===== src/hdl/kwb_pkg.sv =====
package kwb_pkg;

  // Default store depths
  localparam int unsigned EDIT_DEPTH_DEF = 32;
  localparam int unsigned SEND_DEPTH_DEF = 128;

  // Field widths fixed by the stream layout
  localparam int unsigned REQ_W      = 4;
  localparam int unsigned CHAR_W     = 8;
  localparam int unsigned INDEX_W    = 7;
  localparam int unsigned EDIT_LEN_W = 6;
  localparam int unsigned SEND_LEN_W = 8;

  // Word separator placed after every committed line
  localparam logic [CHAR_W-1:0] SPACE_CHAR = 8'h20;

  typedef enum logic [REQ_W-1:0] {
    REQ_APPEND     = 4'd0,
    REQ_BACKSPACE  = 4'd1,
    REQ_COMMIT     = 4'd2,
    REQ_REVERT     = 4'd3,
    REQ_POP        = 4'd4,
    REQ_CLEAR_EDIT = 4'd5,
    REQ_CLEAR_SEND = 4'd6,
    REQ_READ_EDIT  = 4'd7,
    REQ_READ_SEND  = 4'd8
  } req_e;

  typedef enum logic [3:0] {
    ST_IDLE,
    ST_CMT_COPY,
    ST_RV_SETUP,
    ST_RV_RD,
    ST_RV_CHK,
    ST_RV_LEN,
    ST_RV_COPY,
    ST_RD_WAIT,
    ST_DONE
  } state_e;

endpackage


===== src/hdl/keyer_word_buffer.sv =====
// Word buffer for a Morse keyer: an edit line and a circular send queue, each in a
// single-port-write, registered-read memory, driven by one small sequencer. One request
// is taken at a time and s_axis_tready is low while it is worked on. Append, backspace,
// clears and rejected requests go straight to the result state; pop and indexed reads
// pass through a wait state first, for the registered memory read. A commit moves one
// character per cycle from edit line to queue, then the space. A revert scans the
// queue backwards for the previous space, each character examined in an address
// state and then a compare state, then copies the word back at one character per
// cycle. The result register frees the input side: a new request is taken while the
// previous result still waits on the master side.
module keyer_word_buffer #(
  parameter int unsigned EDIT_DEPTH = kwb_pkg::EDIT_DEPTH_DEF,
  parameter int unsigned SEND_DEPTH = kwb_pkg::SEND_DEPTH_DEF
) (
  input  logic        clk_i,
  input  logic        rst_ni,
  input  logic        s_axis_tvalid,
  output logic        s_axis_tready,
  input  logic [15:0] s_axis_tdata,  // [7:0] char_in, [14:8] read_index, [15] zero
  input  logic [3:0]  s_axis_tuser,  // [3:0] req_type
  output logic        m_axis_tvalid,
  input  logic        m_axis_tready,
  output logic [23:0] m_axis_tdata,  // [7:0] data_char, [13:8] edit_length,
                                     // [21:14] send_length, [23:22] zero
  output logic        m_axis_tuser   // [0] rejected
);

  localparam int unsigned EP = $clog2(EDIT_DEPTH);
  localparam int unsigned EC = $clog2(EDIT_DEPTH + 1);
  localparam int unsigned SP = $clog2(SEND_DEPTH);
  localparam int unsigned SC = $clog2(SEND_DEPTH + 1);
  localparam int unsigned RW = ((SP > kwb_pkg::INDEX_W) ? SP : kwb_pkg::INDEX_W) + 1;
  localparam int unsigned TW = SC + 1;
  localparam int unsigned CW = kwb_pkg::CHAR_W;

  // Stores
  logic [CW-1:0] edit_mem [EDIT_DEPTH];
  logic [CW-1:0] send_mem [SEND_DEPTH];

  logic          edit_we;
  logic [EP-1:0] edit_waddr, edit_raddr;
  logic [CW-1:0] edit_wdata, edit_rd_q;
  logic          send_we;
  logic [SP-1:0] send_waddr, send_raddr;
  logic [CW-1:0] send_wdata, send_rd_q;

  // Sequencer and counters
  kwb_pkg::state_e state_q, state_d;
  kwb_pkg::req_e   req_q, req_d;
  logic [EC-1:0] edit_count_q, edit_count_d;
  logic [SC-1:0] send_count_q, send_count_d;
  logic [SP-1:0] head_q, head_d;
  logic [SP-1:0] ptr_q, ptr_d;
  logic [SC-1:0] k_q, k_d;
  logic [EC-1:0] j_q, j_d;
  logic [EC-1:0] n_q, n_d;
  logic          pend_q, pend_d;
  logic [CW-1:0] res_data_q, res_data_d;
  logic          res_rej_q, res_rej_d;

  // Result register
  logic          m_valid_q, m_valid_d;
  logic [23:0]   m_data_q, m_data_d;
  logic          m_rej_q, m_rej_d;

  // Input fields
  kwb_pkg::req_e              in_req;
  logic [CW-1:0]              in_char;
  logic [kwb_pkg::INDEX_W-1:0] in_idx;

  logic [RW-1:0] rd_sum;
  logic [SP-1:0] rd_pos;
  logic [TW-1:0] tl_sum;
  logic [SP-1:0] tail_pos;
  logic [SC-1:0] rv_diff;

  assign in_req  = kwb_pkg::req_e'(s_axis_tuser);
  assign in_char = s_axis_tdata[7:0];
  assign in_idx  = s_axis_tdata[14:8];

  // Queue position of a read index, head plus index folded once
  assign rd_sum = RW'(head_q) + RW'(in_idx);
  assign rd_pos = (rd_sum >= RW'(SEND_DEPTH)) ? SP'(rd_sum - RW'(SEND_DEPTH)) : SP'(rd_sum);

  // Queue tail position
  assign tl_sum   = TW'(head_q) + TW'(send_count_q);
  assign tail_pos = (tl_sum >= TW'(SEND_DEPTH)) ? SP'(tl_sum - TW'(SEND_DEPTH)) : SP'(tl_sum);

  // Length of the reverted word before the edit limit
  assign rv_diff = send_count_q - SC'(1) - k_q;

  assign s_axis_tready = (state_q == kwb_pkg::ST_IDLE);
  assign m_axis_tvalid = m_valid_q;
  assign m_axis_tdata  = m_data_q;
  assign m_axis_tuser  = m_rej_q;

  // Next state, memory ports and result
  always_comb begin
    state_d      = state_q;
    req_d        = req_q;
    edit_count_d = edit_count_q;
    send_count_d = send_count_q;
    head_d       = head_q;
    ptr_d        = ptr_q;
    k_d          = k_q;
    j_d          = j_q;
    n_d          = n_q;
    pend_d       = 1'b0;
    res_data_d   = res_data_q;
    res_rej_d    = res_rej_q;
    m_valid_d    = m_valid_q && !m_axis_tready;
    m_data_d     = m_data_q;
    m_rej_d      = m_rej_q;

    edit_we    = 1'b0;
    edit_waddr = j_q[EP-1:0];
    edit_wdata = send_rd_q;
    edit_raddr = j_q[EP-1:0];
    send_we    = 1'b0;
    send_waddr = ptr_q;
    send_wdata = edit_rd_q;
    send_raddr = ptr_q;

    unique case (state_q)
      kwb_pkg::ST_IDLE: begin
        edit_raddr = EP'(in_idx);
        send_raddr = (in_req == kwb_pkg::REQ_POP) ? head_q : rd_pos;
        if (s_axis_tvalid) begin
          req_d      = in_req;
          res_data_d = '0;
          res_rej_d  = 1'b1;
          state_d    = kwb_pkg::ST_DONE;
          case (in_req)
            kwb_pkg::REQ_APPEND: begin
              if (in_char != '0 && int'(edit_count_q) < EDIT_DEPTH) begin
                edit_we      = 1'b1;
                edit_waddr   = edit_count_q[EP-1:0];
                edit_wdata   = in_char;
                edit_count_d = edit_count_q + EC'(1);
                res_rej_d    = 1'b0;
              end
            end
            kwb_pkg::REQ_BACKSPACE: begin
              if (edit_count_q != '0) begin
                edit_count_d = edit_count_q - EC'(1);
                res_rej_d    = 1'b0;
              end
            end
            kwb_pkg::REQ_COMMIT: begin
              if (edit_count_q != '0 &&
                  int'(send_count_q) + int'(edit_count_q) + 1 <= int'(SEND_DEPTH)) begin
                ptr_d   = tail_pos;
                j_d     = '0;
                state_d = kwb_pkg::ST_CMT_COPY;
              end
            end
            kwb_pkg::REQ_REVERT: begin
              if (edit_count_q == '0 && send_count_q != '0) begin
                if (send_count_q == SC'(1)) begin
                  // Lone trailing character: drop it, nothing to copy back
                  send_count_d = '0;
                  res_rej_d    = 1'b0;
                end else begin
                  ptr_d   = tail_pos;
                  k_d     = send_count_q - SC'(1);
                  state_d = kwb_pkg::ST_RV_SETUP;
                end
              end
            end
            kwb_pkg::REQ_POP: begin
              if (send_count_q != '0) begin
                head_d       = (head_q == SP'(SEND_DEPTH - 1)) ? '0 : head_q + SP'(1);
                send_count_d = send_count_q - SC'(1);
                res_rej_d    = 1'b0;
                state_d      = kwb_pkg::ST_RD_WAIT;
              end
            end
            kwb_pkg::REQ_CLEAR_EDIT: begin
              edit_count_d = '0;
              res_rej_d    = 1'b0;
            end
            kwb_pkg::REQ_CLEAR_SEND: begin
              send_count_d = '0;
              head_d       = '0;
              res_rej_d    = 1'b0;
            end
            kwb_pkg::REQ_READ_EDIT: begin
              if (int'(in_idx) < int'(edit_count_q)) begin
                res_rej_d = 1'b0;
                state_d   = kwb_pkg::ST_RD_WAIT;
              end
            end
            kwb_pkg::REQ_READ_SEND: begin
              if (int'(in_idx) < int'(send_count_q)) begin
                res_rej_d = 1'b0;
                state_d   = kwb_pkg::ST_RD_WAIT;
              end
            end
            default: begin
              res_rej_d = 1'b1;
            end
          endcase
        end
      end

      // Move the edit line to the queue tail, each character written in the cycle after its read
      kwb_pkg::ST_CMT_COPY: begin
        if (j_q != edit_count_q) begin
          edit_raddr = j_q[EP-1:0];
          j_d        = j_q + EC'(1);
          pend_d     = 1'b1;
        end
        if (pend_q) begin
          send_we    = 1'b1;
          send_waddr = ptr_q;
          send_wdata = edit_rd_q;
          ptr_d      = (ptr_q == SP'(SEND_DEPTH - 1)) ? '0 : ptr_q + SP'(1);
        end
        if (j_q == edit_count_q && !pend_q) begin
          send_we      = 1'b1;
          send_waddr   = ptr_q;
          send_wdata   = kwb_pkg::SPACE_CHAR;
          send_count_d = send_count_q + SC'(edit_count_q) + SC'(1);
          edit_count_d = '0;
          res_rej_d    = 1'b0;
          state_d      = kwb_pkg::ST_DONE;
        end
      end

      // Step back from the tail to the second-to-last character
      kwb_pkg::ST_RV_SETUP: begin
        ptr_d   = (ptr_q >= SP'(2)) ? ptr_q - SP'(2) : ptr_q + SP'(SEND_DEPTH - 2);
        state_d = kwb_pkg::ST_RV_RD;
      end

      kwb_pkg::ST_RV_RD: begin
        send_raddr = ptr_q;
        state_d    = kwb_pkg::ST_RV_CHK;
      end

      // Stop at a space, else move one back; no space means the word starts at the head
      kwb_pkg::ST_RV_CHK: begin
        if (send_rd_q == kwb_pkg::SPACE_CHAR) begin
          ptr_d   = (ptr_q == SP'(SEND_DEPTH - 1)) ? '0 : ptr_q + SP'(1);
          state_d = kwb_pkg::ST_RV_LEN;
        end else if (k_q == SC'(1)) begin
          k_d     = '0;
          ptr_d   = head_q;
          state_d = kwb_pkg::ST_RV_LEN;
        end else begin
          k_d     = k_q - SC'(1);
          ptr_d   = (ptr_q == '0) ? SP'(SEND_DEPTH - 1) : ptr_q - SP'(1);
          state_d = kwb_pkg::ST_RV_RD;
        end
      end

      // Clip the word to the edit line depth
      kwb_pkg::ST_RV_LEN: begin
        if (int'(rv_diff) > int'(EDIT_DEPTH)) begin
          n_d = EC'(EDIT_DEPTH);
        end else begin
          n_d = EC'(rv_diff);
        end
        j_d     = '0;
        state_d = kwb_pkg::ST_RV_COPY;
      end

      // Copy the word back into the edit line, each character written in the cycle after its read
      kwb_pkg::ST_RV_COPY: begin
        if (n_q != '0) begin
          send_raddr = ptr_q;
          ptr_d      = (ptr_q == SP'(SEND_DEPTH - 1)) ? '0 : ptr_q + SP'(1);
          n_d        = n_q - EC'(1);
          pend_d     = 1'b1;
        end
        if (pend_q) begin
          edit_we    = 1'b1;
          edit_waddr = j_q[EP-1:0];
          edit_wdata = send_rd_q;
          j_d        = j_q + EC'(1);
        end
        if (n_q == '0 && !pend_q) begin
          edit_count_d = j_q;
          send_count_d = k_q;
          res_rej_d    = 1'b0;
          state_d      = kwb_pkg::ST_DONE;
        end
      end

      kwb_pkg::ST_RD_WAIT: begin
        res_data_d = (req_q == kwb_pkg::REQ_READ_EDIT) ? edit_rd_q : send_rd_q;
        state_d    = kwb_pkg::ST_DONE;
      end

      // Hand the result to the output register once it is free
      kwb_pkg::ST_DONE: begin
        if (!m_valid_q || m_axis_tready) begin
          m_valid_d = 1'b1;
          m_data_d  = {2'b00,
                       kwb_pkg::SEND_LEN_W'(send_count_q),
                       kwb_pkg::EDIT_LEN_W'(edit_count_q),
                       res_data_q};
          m_rej_d   = res_rej_q;
          state_d   = kwb_pkg::ST_IDLE;
        end
      end

      default: begin
        state_d = kwb_pkg::ST_IDLE;
      end
    endcase
  end

  // Control registers
  always_ff @(posedge clk_i or negedge rst_ni) begin
    if (!rst_ni) begin
      state_q      <= kwb_pkg::ST_IDLE;
      edit_count_q <= '0;
      send_count_q <= '0;
      head_q       <= '0;
      pend_q       <= 1'b0;
      m_valid_q    <= 1'b0;
    end else begin
      state_q      <= state_d;
      edit_count_q <= edit_count_d;
      send_count_q <= send_count_d;
      head_q       <= head_d;
      pend_q       <= pend_d;
      m_valid_q    <= m_valid_d;
    end
  end

  // Payload registers
  always_ff @(posedge clk_i) begin
    req_q      <= req_d;
    ptr_q      <= ptr_d;
    k_q        <= k_d;
    j_q        <= j_d;
    n_q        <= n_d;
    res_data_q <= res_data_d;
    res_rej_q  <= res_rej_d;
    m_data_q   <= m_data_d;
    m_rej_q    <= m_rej_d;
  end

  // Edit line memory
  always_ff @(posedge clk_i) begin
    if (edit_we) begin
      edit_mem[edit_waddr] <= edit_wdata;
    end
    edit_rd_q <= edit_mem[edit_raddr];
  end

  // Send queue memory
  always_ff @(posedge clk_i) begin
    if (send_we) begin
      send_mem[send_waddr] <= send_wdata;
    end
    send_rd_q <= send_mem[send_raddr];
  end

endmodule

===== config.mk =====
export PLATFORM = sky130hd
export DESIGN_NAME = keyer_word_buffer
export DESIGN_NICKNAME = d
export VERILOG_FILES = /design/src/hdl/kwb_pkg.sv /design/src/hdl/keyer_word_buffer.sv
export SDC_FILE = /design/constraint.sdc
export NUM_CORES = 2
export LEC_CHECK = 0
export ABC_AREA = 1
export ABC_CLOCK_PERIOD_IN_PS = 4900
export BUFFER_PORTS_ARGS = -buffer_cell sky130_fd_sc_hd__buf_2
export CORE_MARGIN = 2
export CORE_UTILIZATION = 40
export CTS_CLUSTER_DIAMETER = 150
export DETAILED_ROUTE_END_ITERATION = 16
export GPL_TIMING_DRIVEN = 0
export SLEW_MARGIN = 5
export SYNTH_ARGS = -nofsm -noshare
export SYNTH_HDL_FRONTEND = slang
export SYNTH_SLANG_ARGS = --single-unit

===== constraint.sdc =====
create_clock -name clk_i -period 4.9 [get_ports clk_i]
set_input_delay 0.735 -clock clk_i [delete_from_list [all_inputs] [get_ports clk_i]]
set_output_delay 0.735 -clock clk_i [all_outputs]
set_load 0.02 [all_outputs]

==> results.sh <==
export IMPL_worstPathMaxFanout=10
export IMPL_vias=46748
export IMPL_wl_mm=207
export IMPL_rsz0062_at_grt="false"
export IMPL_wire_per_inst_um=24.5
export IMPL_regArea_um2=41300
export IMPL_violations="capacitance limit, slew limit"
export IMPL_maxCapViolations=1
export IMPL_cpPeakStageDelay_ns=0.71
export IMPL_crit_top_cell="nand3_1"
export IMPL_die_w_um=401
export IMPL_final_cell_mix="edfxtp_1, nand2_1, nand3_1, inv_1, nor2_1"
export IMPL_synth_distinct_cells=52
export IMPL_h_tree_depth=4
export IMPL_fin_nets=6346
export IMPL_worst_slew_margin_rel_pct=-2.92
export IMPL_ant_nets=0
export IMPL_numCtsBuffers=145
export IMPL_drt_iter0_drc=6502
export IMPL_io_pins=51
export IMPL_grt_total_usage_pct=25.2
export IMPL_die_y_um=401
export IMPL_area_delta_synth_final_pct=12.9
export IMPL_grt_max_degree=80
export IMPL_place_gp_congestion=0.969
export IMPL_slew_viol_final=11
export IMPL_netlist_top_cells_area="edfxtp_1, nand3_1, nand2_1, inv_1, nor2_1"
export IMPL_root_buffer="clkbuf_16"
export IMPL_route_detailed_drc=0
export IMPL_hold_viol=0
export IMPL_fillers=14409
export IMPL_die_area_um2=160000
export IMPL_r2r_start="state_q[3]"
export IMPL_cts_resized=0
export IMPL_async_flop_share_pct=1.95
export IMPL_synth_seq_cells=1386
export IMPL_start_kind="register"
export IMPL_layout_cells_most_common="edfxtp_1"
export IMPL_synth_area_um2=62900
export IMPL_synth_top_cell_area_share_pct=64.1
export IMPL_cpMaxStageDelayCell="nand3_2"
export IMPL_dr_pass1_iters=6
export IMPL_grt_antenna_before_repair=9
export IMPL_clk_path_buf_depth=3
export IMPL_syn_inst=6040
export IMPL_clk_latency_ns=0.82
export IMPL_setup_viol=0
export IMPL_start_util_pct=40.3
export IMPL_dpl_hpwl_mm=142
export IMPL_drive_gt1_share_pct=8.61
export IMPL_avgSynthCellArea_um2=10.4
export IMPL_cts_hold_buf=1
export IMPL_ys_seq_area_share_pct=65.7
export IMPL_period_minus_slack_ns=4.73
export IMPL_dp_slack_ns=0.0745
export IMPL_synth_edf_count=1343
export IMPL_crit_type="register to register"
export IMPL_tightest_slew_ns=1.54
export IMPL_min_from="s_axis_tuser[2]"
export IMPL_post_cts_buffers=0
export IMPL_via_per_inst=5.54
export IMPL_tritoncts_num_sinks=1386
export IMPL_hold_class="input pin to register"
export IMPL_crit_arrival_ns=5.40
export IMPL_grt_pass1_vias=43752
export IMPL_cts_tree="yes"
export IMPL_status="finished, violations left"
export IMPL_max_freq_mhz=211
export IMPL_fin_crit_sh_pct=96.6
export IMPL_multi_input_area_um2=16700
export IMPL_portBuffers=47
export IMPL_clkSlewWorstSetupHoldPaths_ns=0.06
export IMPL_rows=145
export IMPL_core_area_um2=156000
export IMPL_end_kind="register"
export IMPL_crit_start="state_q[3]"
export IMPL_globalRoute_totalOverflow=0
export IMPL_fin_ws_ns=0.165
export IMPL_worstPathCellList="nor2_4 > nand3_2 > nand2_2 > nand3_2 > inv_2 > buf_6 > buf_2 > nand2_1 > nand3_1 > nand3_1 > nand3_1 > nand3_1 > nand3_1 > nand2_1 > nand2_1 > nand2_1"
export IMPL_cp_data_required_time_ns=5.57
export IMPL_ys_warn_count=0
export IMPL_fin_worst_skew_ns=0.0281
export IMPL_grt_pass1_wl_mm=297
export IMPL_yosysTopAreaCell="edfxtp_1"
export IMPL_synthFlopType="edfxtp_1"
[critical path, delay by kind of cell (launching register included)]
| kind | cells | cell delay, ns |
|---|---|---|
| and+or+nand+nor | 13 | 2.79 |
| buffers and inverters | 3 | 1.25 |
| DFF | 1 | 0.46 |
[flip-flops by register name, summed over array words and instances, names as in the netlist]
name / count
edit_mem: 256
ptr_q: 7
state_q: 4
send_mem: 1024
head_q: 7
res_data_q: 8
send_rd_q: 8
m_axis_tdata: 22
edit_rd_q: 8
edit_count_q: 6
pend_q: 1
m_axis_tvalid: 1
n_q: 6
k_q: 8
res_rej_q: 1
req_q: 4
send_count_q: 8
j_q: 6
m_axis_tuser: 1
[metal layers]
metal | vias to the layer above | GRT usage, % | part of all wire (%)
met5 | - | 0 | 0
met4 | 0 | 10.1 | 4.2
met3 | 456 | 5.18 | 11
met2 | 2641 | 37.8 | 44
met1 | 22764 | 35.8 | 41
li1 | 20887 | - | -
[kinds of logic (layout without fill, tap and decap cells)]
kind of cell,Yosys count,after routing,share of synthesized area (%)
adders and majority gates,61,61,1.27
AOI/OAI and AO/OA,412,412,3.89
xor gates and xnor gates,36,36,0.501
buffers and inverters,1257,1595,7.98
and+or+nand+nor,2887,2887,20.7
DFF,1386,1386,65.7
other,1,7,0.00596
[worst paths after layout]
path,endpoint,slack (ns),cells past startpoint
min in group asynchronous,send_count_q[5],0.50,2
max in group asynchronous,head_q[5],3.94,2
min reg2reg,m_axis_tdata[7],0.42,0
max reg2reg,send_rd_q[4],0.17,16
max,send_rd_q[4],0.17,16
min,req_q[2],0.21,1
[metrics by stage]
| step | util, % | hold WS [ns] | std cells | TNS, ns | area [µm²] |
|---|---|---|---|---|---|
| 2_1_floorplan | - | 0.400 | 6041 | 0 | 62900 |
| 3_3_place_gp | 42.1 | 0.403 | 8146 | -1842.79 | 65700 |
| 3_5_place_dp | 42.5 | 0.407 | 8171 | 0 | 66300 |
| 4_1_cts | 45.5 | 0.156 | 8437 | 0 | 71000 |
| 5_1_grt | 45.5 | 0.193 | 8438 | 0 | 71000 |
| 6_report | 45.5 | 0.209 | 8442 | 0 | 71000 |
[final cells by class]
| cell class | instances | share of cell area [%] |
|---|---|---|
| Clock buffer | 178 | 5.38 |
| Timing Repair Buffer | 73 | 1.01 |
| Buffer | 315 | 2.10 |
| Sequential cell | 1386 | 58.2 |
| Tap cell | 2058 | 3.62 |
| Antenna cell | 5 | 0.0176 |
| Clock inverter | 87 | 1.22 |
| Inverter | 942 | 5.03 |
| Multi-Input combinational cell | 3398 | 23.5 |
[cells in the mapped netlist (all sizes together), types with 7 or more instances]
cell,count
a21oi,49
o211ai,18
inv,941
dfrtp,27
nand3,1098
o221ai,49
buf,227
dfxtp,16
clkbuf,88
nor4,9
nand4,18
ha,56
nor2,422
xnor2,7
o21a,8
nand2,1146
o21ai,225
o22ai,37
xor2,29
nand3b,162
nor3,23
edfxtp,1343
Power is left out: the tool's default activity adds up to more than one toggle a clock period on the data nets, which glitch-free logic cannot reach.
